### src/hdl/wsd_pkg.sv
// shared types and constants of the websocket frame deframer
// no dependencies
`timescale 1ns / 1ps
`default_nettype none

package wsd_pkg;

    localparam int LENGTH_BITS_DEF = 64;
    localparam int FIFO_DEPTH_DEF  = 4;
    localparam int LEN_W           = 63;

    // result kinds
    localparam logic [1:0] KIND_DATA  = 2'd0;
    localparam logic [1:0] KIND_HDR   = 2'd1;
    localparam logic [1:0] KIND_CLOSE = 2'd2;

    // opcodes that matter to the parser
    localparam logic [3:0] OP_TEXT   = 4'h1;
    localparam logic [3:0] OP_BINARY = 4'h2;
    localparam logic [3:0] OP_CLOSE  = 4'h8;

    // one classified result, raw byte and key byte still apart
    typedef struct packed {
        logic [1:0]       kind;
        logic [7:0]       raw;
        logic [7:0]       key;
        logic [3:0]       opcode;
        logic             fin;
        logic             masked;
        logic [LEN_W-1:0] len;
        logic             last;
    } t_rec;

endpackage

`default_nettype wire

### src/hdl/wsd_front.sv
// header parser: takes one stream byte per transfer and classifies it
// depends on wsd_pkg
`timescale 1ns / 1ps
`default_nettype none

module wsd_front #(
    parameter int LENGTH_BITS = wsd_pkg::LENGTH_BITS_DEF
) (
    input  logic          i_clk,
    input  logic          i_rst_n,
    input  logic          i_take,
    input  logic [7:0]    i_byte,
    output logic          o_push,
    output wsd_pkg::t_rec o_rec
);
    import wsd_pkg::*;

    // stored length: low LENGTH_BITS bits, the top bit of a 64-bit length dropped
    localparam int LW = (LENGTH_BITS >= 64) ? 63 : LENGTH_BITS;

    localparam logic [2:0] PH_HDR0    = 3'd0;
    localparam logic [2:0] PH_HDR1    = 3'd1;
    localparam logic [2:0] PH_EXT16   = 3'd2;
    localparam logic [2:0] PH_EXT64   = 3'd3;
    localparam logic [2:0] PH_MASK    = 3'd4;
    localparam logic [2:0] PH_PAYLOAD = 3'd5;
    localparam logic [2:0] PH_CLOSED  = 3'd6;

    logic [2:0]    r_phase,  n_phase;
    logic [3:0]    r_opcode, n_opcode;
    logic          r_fin,    n_fin;
    logic          r_masked, n_masked;
    logic [2:0]    r_cnt,    n_cnt;
    logic [LW-1:0] r_len,    n_len;
    logic [31:0]   r_key,    n_key;
    logic [LW-1:0] r_remain, n_remain;
    logic [1:0]    r_idx,    n_idx;

    logic          hdr_done;
    logic          empty;
    logic          pay_last;
    logic [7:0]    key_byte;

    always_comb begin
        case (r_idx)
            2'd0:    key_byte = r_key[31:24];
            2'd1:    key_byte = r_key[23:16];
            2'd2:    key_byte = r_key[15:8];
            default: key_byte = r_key[7:0];
        endcase
    end

    assign pay_last = (r_remain == LW'(1));

    always_comb begin
        n_phase  = r_phase;
        n_opcode = r_opcode;
        n_fin    = r_fin;
        n_masked = r_masked;
        n_cnt    = r_cnt;
        n_len    = r_len;
        n_key    = r_key;
        n_remain = r_remain;
        n_idx    = r_idx;
        hdr_done = 1'b0;
        empty    = 1'b0;
        o_push   = 1'b0;
        o_rec    = '0;
        if (i_take) begin
            case (r_phase)
                PH_HDR0: begin
                    n_fin    = i_byte[7];
                    n_opcode = i_byte[3:0];
                    n_phase  = PH_HDR1;
                end
                PH_HDR1: begin
                    n_masked = i_byte[7];
                    n_len    = '0;
                    n_key    = '0;
                    n_cnt    = '0;
                    if (i_byte[6:0] == 7'd126) begin
                        n_phase = PH_EXT16;
                    end else if (i_byte[6:0] == 7'd127) begin
                        n_phase = PH_EXT64;
                    end else begin
                        n_len = LW'(i_byte[6:0]);
                        if (i_byte[7]) begin
                            n_phase = PH_MASK;
                        end else begin
                            hdr_done = 1'b1;
                        end
                    end
                end
                PH_EXT16, PH_EXT64: begin
                    // big-endian shift, upper bits fall off the top
                    n_len = {r_len[LW-9:0], i_byte};
                    n_cnt = r_cnt + 3'd1;
                    if ((r_phase == PH_EXT16 && n_cnt == 3'd2) ||
                        (r_phase == PH_EXT64 && n_cnt == 3'd0)) begin
                        n_cnt = '0;
                        if (r_masked) begin
                            n_phase = PH_MASK;
                        end else begin
                            hdr_done = 1'b1;
                        end
                    end
                end
                PH_MASK: begin
                    n_key = {r_key[23:0], i_byte};
                    n_cnt = r_cnt + 3'd1;
                    if (n_cnt == 3'd4) begin
                        hdr_done = 1'b1;
                    end
                end
                PH_PAYLOAD: begin
                    n_idx    = r_idx + 2'd1;
                    n_remain = r_remain - LW'(1);
                    if (pay_last) begin
                        n_phase = PH_HDR0;
                    end
                    if (r_opcode inside {OP_TEXT, OP_BINARY}) begin
                        o_push       = 1'b1;
                        o_rec.kind   = KIND_DATA;
                        o_rec.raw    = i_byte;
                        o_rec.key    = r_masked ? key_byte : 8'd0;
                        o_rec.opcode = r_opcode;
                        o_rec.fin    = r_fin;
                        o_rec.masked = r_masked;
                        o_rec.len    = LEN_W'(r_len);
                        o_rec.last   = pay_last;
                    end
                end
                PH_CLOSED: begin
                    n_phase = PH_CLOSED;
                end
                default: begin
                    n_phase = PH_HDR0;
                end
            endcase

            if (hdr_done) begin
                empty        = (n_len == '0);
                n_cnt        = '0;
                n_remain     = n_len;
                n_idx        = '0;
                o_push       = 1'b1;
                o_rec.opcode = n_opcode;
                o_rec.fin    = n_fin;
                o_rec.masked = n_masked;
                o_rec.len    = LEN_W'(n_len);
                o_rec.last   = empty;
                if (n_opcode == OP_CLOSE) begin
                    o_rec.kind = KIND_CLOSE;
                    n_phase    = PH_CLOSED;
                end else begin
                    o_rec.kind = KIND_HDR;
                    n_phase    = empty ? PH_HDR0 : PH_PAYLOAD;
                end
            end
        end
    end

    always_ff @(posedge i_clk) begin
        if (!i_rst_n) begin
            r_phase  <= PH_HDR0;
            r_opcode <= '0;
            r_fin    <= 1'b0;
            r_masked <= 1'b0;
            r_cnt    <= '0;
            r_len    <= '0;
            r_key    <= '0;
            r_remain <= '0;
            r_idx    <= '0;
        end else begin
            r_phase  <= n_phase;
            r_opcode <= n_opcode;
            r_fin    <= n_fin;
            r_masked <= n_masked;
            r_cnt    <= n_cnt;
            r_len    <= n_len;
            r_key    <= n_key;
            r_remain <= n_remain;
            r_idx    <= n_idx;
        end
    end

endmodule

`default_nettype wire

### src/hdl/wsd_fifo.sv
// short result queue between parser and output stage
// depends on wsd_pkg
`timescale 1ns / 1ps
`default_nettype none

module wsd_fifo #(
    parameter int DEPTH = wsd_pkg::FIFO_DEPTH_DEF
) (
    input  logic          i_clk,
    input  logic          i_rst_n,
    input  logic          i_push,
    input  wsd_pkg::t_rec i_rec,
    output logic          o_full,
    input  logic          i_pop,
    output logic          o_empty,
    output wsd_pkg::t_rec o_rec
);
    import wsd_pkg::*;

    localparam int AW = (DEPTH > 1) ? $clog2(DEPTH) : 1;
    localparam int CW = $clog2(DEPTH + 1);

    t_rec          r_mem [DEPTH];
    logic [AW-1:0] r_wr, n_wr;
    logic [AW-1:0] r_rd, n_rd;
    logic [CW-1:0] r_cnt, n_cnt;
    logic          do_push;
    logic          do_pop;

    assign o_full  = (r_cnt == CW'(DEPTH));
    assign o_empty = (r_cnt == '0);
    assign o_rec   = r_mem[r_rd];
    assign do_push = i_push && !o_full;
    assign do_pop  = i_pop && !o_empty;

    always_comb begin
        n_wr  = r_wr;
        n_rd  = r_rd;
        n_cnt = r_cnt;
        if (do_push) begin
            n_wr = (r_wr == AW'(DEPTH - 1)) ? '0 : r_wr + AW'(1);
        end
        if (do_pop) begin
            n_rd = (r_rd == AW'(DEPTH - 1)) ? '0 : r_rd + AW'(1);
        end
        if (do_push && !do_pop) begin
            n_cnt = r_cnt + CW'(1);
        end else if (do_pop && !do_push) begin
            n_cnt = r_cnt - CW'(1);
        end
    end

    always_ff @(posedge i_clk) begin
        if (do_push) begin
            r_mem[r_wr] <= i_rec;
        end
    end

    always_ff @(posedge i_clk) begin
        if (!i_rst_n) begin
            r_wr  <= '0;
            r_rd  <= '0;
            r_cnt <= '0;
        end else begin
            r_wr  <= n_wr;
            r_rd  <= n_rd;
            r_cnt <= n_cnt;
        end
    end

endmodule

`default_nettype wire

### src/hdl/wsd_back.sv
// output stage: unmasks payload bytes and holds the result register
// depends on wsd_pkg
`timescale 1ns / 1ps
`default_nettype none

module wsd_back (
    input  logic                      i_clk,
    input  logic                      i_rst_n,
    input  logic                      i_empty,
    input  wsd_pkg::t_rec             i_rec,
    output logic                      o_pop,
    output logic                      o_valid,
    input  logic                      i_ready,
    output logic [1:0]                o_kind,
    output logic [7:0]                o_data_byte,
    output logic [3:0]                o_opcode,
    output logic                      o_fin,
    output logic                      o_masked,
    output logic [wsd_pkg::LEN_W-1:0] o_payload_length,
    output logic                      o_last
);
    import wsd_pkg::*;

    logic             r_valid, n_valid;
    logic [1:0]       r_kind;
    logic [7:0]       r_data;
    logic [3:0]       r_opcode;
    logic             r_fin;
    logic             r_masked;
    logic [LEN_W-1:0] r_len;
    logic             r_last;

    // refill when the register is empty or being drained this cycle
    assign o_pop = !i_empty && (!r_valid || i_ready);

    always_comb begin
        n_valid = r_valid;
        if (o_pop) begin
            n_valid = 1'b1;
        end else if (i_ready) begin
            n_valid = 1'b0;
        end
    end

    always_ff @(posedge i_clk) begin
        if (!i_rst_n) begin
            r_valid <= 1'b0;
        end else begin
            r_valid <= n_valid;
        end
    end

    always_ff @(posedge i_clk) begin
        if (o_pop) begin
            r_kind   <= i_rec.kind;
            r_data   <= i_rec.raw ^ i_rec.key;
            r_opcode <= i_rec.opcode;
            r_fin    <= i_rec.fin;
            r_masked <= i_rec.masked;
            r_len    <= i_rec.len;
            r_last   <= i_rec.last;
        end
    end

    assign o_valid          = r_valid;
    assign o_kind           = r_kind;
    assign o_data_byte      = r_data;
    assign o_opcode         = r_opcode;
    assign o_fin            = r_fin;
    assign o_masked         = r_masked;
    assign o_payload_length = r_len;
    assign o_last           = r_last;

endmodule

`default_nettype wire

### src/hdl/websocket_frame_deframer.sv
// websocket receive deframer: one stream byte in per transfer, a header, close or
// unmasked payload byte out. The block takes one byte every clock cycle; the input
// only stalls once the four-entry result queue is full, which happens only while the
// output side holds off. The parser classifies each byte in the cycle it is taken and
// writes its result into the queue; the output register is then loaded from the
// queue. Headers give a header result (last set when the payload is empty), text and
// binary payload bytes come out unmasked, other payloads are dropped, and a close
// header gives one close result after which all input is swallowed until reset.
// Lengths keep their low LENGTH_BITS bits, 63 at most.
// depends on wsd_pkg, wsd_front, wsd_fifo, wsd_back
`timescale 1ns / 1ps
`default_nettype none

module websocket_frame_deframer #(
    parameter int LENGTH_BITS = wsd_pkg::LENGTH_BITS_DEF,
    parameter int FIFO_DEPTH  = wsd_pkg::FIFO_DEPTH_DEF
) (
    input  logic                      i_clk,
    input  logic                      i_rst_n,
    // byte stream in
    input  logic                      i_in_valid,
    output logic                      o_in_ready,
    input  logic [7:0]                i_rx_byte,
    // results out
    output logic                      o_out_valid,
    input  logic                      i_out_ready,
    output logic [1:0]                o_kind,
    output logic [7:0]                o_data_byte,
    output logic [3:0]                o_opcode,
    output logic                      o_fin,
    output logic                      o_masked,
    output logic [wsd_pkg::LEN_W-1:0] o_payload_length,
    output logic                      o_last
);
    import wsd_pkg::*;

    logic take;
    logic push;
    logic full;
    logic pop;
    logic empty;
    t_rec front_rec;
    t_rec queue_rec;

    // a byte is taken whenever the queue has room for whatever it may produce
    assign o_in_ready = !full;
    assign take       = i_in_valid && o_in_ready;

    // parser: header fields, length, mask key, payload position
    wsd_front #(
        .LENGTH_BITS (LENGTH_BITS)
    ) u_front (
        .i_clk   (i_clk),
        .i_rst_n (i_rst_n),
        .i_take  (take),
        .i_byte  (i_rx_byte),
        .o_push  (push),
        .o_rec   (front_rec)
    );

    // decouples the parser from output back-pressure
    wsd_fifo #(
        .DEPTH (FIFO_DEPTH)
    ) u_fifo (
        .i_clk   (i_clk),
        .i_rst_n (i_rst_n),
        .i_push  (push),
        .i_rec   (front_rec),
        .o_full  (full),
        .i_pop   (pop),
        .o_empty (empty),
        .o_rec   (queue_rec)
    );

    // unmask and present each result transfer
    wsd_back u_back (
        .i_clk            (i_clk),
        .i_rst_n          (i_rst_n),
        .i_empty          (empty),
        .i_rec            (queue_rec),
        .o_pop            (pop),
        .o_valid          (o_out_valid),
        .i_ready          (i_out_ready),
        .o_kind           (o_kind),
        .o_data_byte      (o_data_byte),
        .o_opcode         (o_opcode),
        .o_fin            (o_fin),
        .o_masked         (o_masked),
        .o_payload_length (o_payload_length),
        .o_last           (o_last)
    );

endmodule

`default_nettype wire

### config.mk
export PLATFORM = sky130hd
export DESIGN_NAME = websocket_frame_deframer
export DESIGN_NICKNAME = d
export VERILOG_FILES = /design/src/hdl/wsd_pkg.sv /design/src/hdl/wsd_front.sv /design/src/hdl/wsd_fifo.sv /design/src/hdl/wsd_back.sv /design/src/hdl/websocket_frame_deframer.sv
export SDC_FILE = /design/constraint.sdc
export NUM_CORES = 1
export LEC_CHECK = 0
export ABC_AREA = 1
export BUFFER_PORTS_ARGS = -buffer_cell sky130_fd_sc_hd__buf_4
export CORE_MARGIN = 2
export CORE_UTILIZATION = 35
export CTS_BUF_LIST = sky130_fd_sc_hd__clkbuf_8
export CTS_CLUSTER_SIZE = 30
export DETAILED_ROUTE_END_ITERATION = 7
export GPL_ROUTABILITY_DRIVEN = 0
export PLACE_DENSITY = 0.61
export RECOVER_POWER = 50
export REMOVE_ABC_BUFFERS = 1
export SYNTH_ARGS = -nofsm -noshare
export SYNTH_HDL_FRONTEND = slang
export SYNTH_SLANG_ARGS = --single-unit
### constraint.sdc
create_clock -name i_clk -period 14.6 [get_ports i_clk]
set_input_delay 0.73 -clock i_clk [delete_from_list [all_inputs] [get_ports i_clk]]
set_output_delay 0.73 -clock i_clk [all_outputs]
set_load 0.02 [all_outputs]
## Word-level counts from Yosys, hierarchy flattened

Memory sizes are Yosys's and may differ from the RTL's. A register that Yosys moved wholly into a read port is not among the register bits.
Cells that the tools add are included.
W data, S select, Z words.

- Mux-type cells: 56
- Bitwise operators: 1
- Equality and inequality tests: 24
- Reductions and logical operators: 31
- $add $sub $neg: 7

Operators by type and width:

| operator | count |
|---|---|
| $mux W63 | 4 |
| $mux W88 | 2 |
| $pmux W63 S2 | 1 |
| $mux W86 | 1 |
| $mux W70 | 1 |
| $pmux W32 S2 | 1 |
| $eq A63 B1 Y1 const B | 1 |
| $logic_not A63 Y1 | 1 |
| $sub A63 B1 Y63 const B | 1 |
| $mux W3 | 13 |
| $pmux W8 S3 | 1 |
| $pmux W3 S6 | 1 |
| $mux W1 | 17 |
| $mux W2 | 8 |
| $eq A3 B3 Y1 const B | 5 |
| $eq A7 B7 Y1 const B | 2 |
| $reduce_bool A2 Y1 | 5 |
| $eq A3 B2 Y1 const B | 3 |
| $logic_not A3 Y1 | 3 |
| $ne A3 B1 Y1 const B | 3 |
| $pmux W3 S3 | 1 |
| $logic_and A1 B1 Y1 | 8 |
| $mux W4 | 2 |
| $mux W8 | 1 |
| 21 further kinds | 33 |

- Flip-flop bits (word level): 260
- Memories: 1
- Output and inout bits: 82
- Word-level logic and storage cells: 140
- Memory bits (writable): 352
- Input bits: 12

Memory list:

| memory | words | bits a word | rd ports | clocked after memory_dff | wr ports | line | source |
|---|---|---|---|---|---|---|---|
| u_fifo.r_mem | 4 | 88 | 1 | 1 | 1 | wsd_fifo.sv:23 | `t_rec r_mem [DEPTH];` |

## Logic depth before layout (Yosys ltp)

- Word-level depth: 14
- Gate-level depth with buffers: 16
- Gate-level depth less buffers: 16

## By module

A second synthesis with hierarchy kept.

- Cells, all modules: 2900
- Area, all modules: 27274.9 um^2

By module, submodules not included:

| module | instances | area each (um^2) | cells each |
|---|---|---|---|
| wsd_fifo | 1 | 13497.9 | 922 |
| wsd_front | 1 | 11243.3 | 1881 |
| wsd_back | 1 | 2519.9 | 94 |
| websocket_frame_deframer | 1 | 13.8 | 3 |

## Worst setup path before layout

Ideal clock, no wire load.

- Path kind: register to register
- Start point: register u_fifo.r_cnt[0]
- End point: register u_fifo.r_cnt[1]
- Stages on the path, launching flop included: 9
- Slack: 8.109 ns
- Data arrival time: 6.371 ns
- Clock period less this slack: 6.491 ns
- Cells stage by stage: dfxtp_1 -> inv_1 -> a31oi_1 -> inv_1 -> ha_1 -> inv_1 -> fa_1 -> o21ai_0 -> a21oi_1

RTL lines:

| what | line | source |
|---|---|---|
| start: declaration | wsd_fifo.sv:26 | `logic [CW-1:0] r_cnt, n_cnt;` |
| start signal: assignment | wsd_fifo.sv:67 | `r_cnt <= n_cnt;` |
| $logic_not A3 Y1 | wsd_fifo.sv:31 | `assign o_empty = (r_cnt == '0);` |
| $logic_not A1 Y1 | wsd_back.sv:34 | `assign o_pop = !i_empty && (!r_valid \|\| i_ready);` |
| $logic_and A1 B1 Y1 | wsd_back.sv:34 |  |
| net pop | websocket_frame_deframer.sv:40 | `logic pop;` |
| $logic_and A1 B1 Y1 | wsd_fifo.sv:34 | `assign do_pop = i_pop && !o_empty;` |
| $logic_not A1 Y1 | wsd_fifo.sv:46 | `if (do_push && !do_pop) begin` |
| $logic_and A1 B1 Y1 | wsd_fifo.sv:46 |  |
| $mux W3 | wsd_fifo.sv:46 |  |
| net u_fifo.n_cnt[1] | wsd_fifo.sv:26 |  |

The timed path passes the listed nets, and every way through them passes these cells. The select of a mux whose other input is x is not followed.
A chain may end at the register's enable or synchronous reset.

==> summary.md <==
| Metric | Value |
|---|---|
| Synth Area in XOR/XNOR | `1.59%` |
| Worst-Skew Late Latency | `0.73 ns` |
| VDD IR max | `0.0000870 V` |
| Drt via density | `5.05` |
| GRT met1 Usage | `24.6%` |
| Max Freq | `123 MHz` |
| DP Area | `28500 um^2` |
| Mux contribution to synthesized area | `0%` |
| Die Width | `282 um` |
| # rows | `101` |
| Adder-cell share of the synthesized area | `0.770%` |
| Largest family of logic cells by synthesized area | `simple AND/OR/NAND/NOR gates` |
| Count leader, synth | `nor2_1` |
| Crit. End Element | `flip-flop` |
| Die H | `282 um` |
| Post-CTS Setup Bufs | `0` |
| Relative slew slack | `-191%` |
| Worst Clk Skew | `0.0576 ns` |
| Total negative slack | `0 ns` |
| Max Cap Viol | `16` |
| Global Route Usage Sum | `17.8%` |
| Core Util, Final | `39.7%` |
| Routed Antenna Nets | `0` |
| HPWL Detailed | `44100 um` |
| Worst Path Max Fanout | `76` |
| CTS clk-pin slew, worst paths | `0.06 ns` |
| FF-to-FF setup slack | `6.85 ns` |
| Largest cells by area after synthesis | `edfxtp_1, dfxtp_1, nor2_1` |
| Share of cells above drive strength 1 | `6.89%` |
| Failing checks | `max-capacitance violations, max-slew violations` |
| Leakage | `11.5 nW` |
| Final Cell Area | `30200 um^2` |
| Ant diodes | `0` |
| Post-synthesis cell count | `2863` |
| # IOs | `94` |
| Min setup slack post-route | `6.49 ns` |
| Worst hold path class | `in2reg` |
| Layout Area Growth over Synthesis | `11.9%` |
| Core box area | `76100 um^2` |
| Met3 Usage GRT | `3.05%` |
| H-tree levels | `3` |
| Outcome | `finished with violations` |
| Root Buffer | `clkbuf_8` |
| Unique masters post-synth | `49` |
| Initial Utilization | `35.5%` |
| Final wirelength | `71400 um` |
| Largest net degree at the start of global routing | `105` |
| CTS tree | `done` |
| Flop and latch count out of synthesis | `614` |
| Final Hold Fails | `0` |
| Crit path time final | `8.11 ns` |
| I/O Buffers | `93` |
| Most area-hungry cell type in the Yosys netlist | `edfxtp_1` |
| Total Nets Final | `2945` |
| 1st-iter DRT viols | `1889` |
| Slew Limit Fails | `926` |
| CTS resizes | `0` |
| Area share of the largest cell type after synthesis | `48.1%` |
| Yosys warns | `0` |
| Grt met2 use | `28.3%` |
| Residual DRC | `0` |
| Ys async rst share | `0%` |
| Cts-stage hold buffer count | `0` |
| DIE AREA | `79300 um^2` |
| Synth top cells by count | `nor2_1, nand2_1, edfxtp_1, o21ai_0, inv_1` |
| Top_reg_cell synth | `edfxtp_1` |
| Critical Path Source Type | `input pin` |
| Syn_area_per_cell | `9.42 um^2` |
| Synth Cell Area | `27000 um^2` |
| WL per Instance | `17.7 um` |
| Initial antenna violation count | `1` |
| Synth Area in Simple Gates | `16.8%` |
| Cell Pwr Density | `190 nW/um^2` |
| WS Path Type | `in2reg` |
| Req. time, crit path | `15.24 ns` |
| Dpl ws | `10.01 ns` |
| Seq/Total Area, Yosys | `61.6%` |
| Synth Area in Compound Gates | `13.9%` |
| Routed vias | `20400` |
| GRT overflow | `0` |
| Top Usage Layer GRT | `met2` |
| TritonCTS Buffers | `100` |
| Worst Tran Pin Value | `4.37 ns` |
| Final setup violation count | `0` |
| CTS Sinks | `614` |
| Longest Clk Path Bufs | `3` |
| Period utilization | `55.5%` |
| Drt pass-1 iters | `5` |
| Vias in the first global route | `18700` |
| Post-synth EDFFs | `432` |
| Unrepaired setup endpoints after global routing | `no` |
| First-pass GRT wire length | `110000 um` |
| Worst path arrival time | `8.75 ns` |
| Fillers | `7648` |
## routing by layer
metal | part of all wire, % | up-vias
met2 | 46 | 594
met4 | 2.5 | 2
met3 | 5.9 | 109
li1 | - | 9918
met1 | 45 | 9738
met5 | 0.015 | -
## critical path, cell delays in order
cell and delay [ns]:
clkbuf_1 2.62, clkinvlp_2 3.13, clkbuf_1 1.47, a21oi_1 0.44, o21ai_0 0.13, inv_1 0.12
## flip-flops by register name, indices dropped and copies added, names as in the netlist, 2 cells and up, named ones only
name                     count
u_back.o_payload_length     63
u_front.r_opcode             4
u_back.o_kind                2
u_fifo.r_wr                  2
u_back.o_data_byte           8
u_back.o_opcode              4
u_front.r_remain            63
u_front.r_len               63
u_fifo.r_cnt                 3
u_fifo.r_rd                  2
u_front.r_idx                2
u_front.r_phase              3
u_front.r_key               32
u_fifo.r_mem               352
u_front.r_cnt                3
## kinds of logic (layout without fill, tap and decap cells)
logic type	count (synthesis)	in the layout
fa+ha+maj	16	16
flops	614	614
xor+xnor	49	49
compound gates	687	687
buf+inv	353	495
simple gates	1144	1144
## report_power, final
group / switching [mW] / total [mW] / internal, mW / leakage, nW
Clock: 0.719 / 1.58 / 0.856 / 1.18
Combinational: 1.34 / 1.87 / 0.528 / 4.83
Sequential: 0.135 / 2.28 / 2.14 / 5.52
Total: 2.19 / 5.72 / 3.53 / 11.5
## layout by cell type (no fill, tap or decap), types with 22 or more instances in the layout
master,Yosys,layout
a21oi_1,160,161
a31oi_1,25,25
buf_4,6,22
clkbuf_1,105,92
clkbuf_8,0,105
clkinv_2,0,23
dfxtp_1,182,181
edfxtp_1,432,432
inv_1,186,211
nand2_1,477,478
nand3_1,68,68
nor2_1,538,536
o21ai_0,345,346
o22ai_1,88,88
xor2_1,40,40
## final timing paths
kind,start,end,cells past startpoint
max,i_rst_n,u_front.r_len[21]$_SDFFE_PN0P_,6
min,i_rx_byte[5],u_front.r_key[5]$_SDFFE_PN0P_,3
max reg2reg,flip-flop,u_back.o_payload_length[30]$_DFFE_PP_,4
min reg2reg,u_front.r_key[28]$_SDFFE_PN0P_,u_front.r_key[28]$_SDFFE_PN0P_,2
## per-stage QoR
stage               cells  total power, mW  hold WS [ns]
detailed placement   3845             4.27         0.470
floorplan            2701             3.59         0.450
finish               4035             5.72         0.330
CTS                  4035             5.86         0.269
global route         4035             6.09         0.296
global placement     3845             4.27         0.460
## cell type report
cell class / count / area [um^2] / share of cell area [%]
repair buffers: 114 / 510 / 1.69
inverters: 191 / 719 / 2.38
well taps: 1030 / 1290 / 4.27
clock inverters: 85 / 674 / 2.23
clock buffers: 105 / 1450 / 4.79
multi-input cells: 1896 / 8930 / 29.6
flip-flops and latches: 614 / 16600 / 55.0
(Power assumes the default switching activity.)
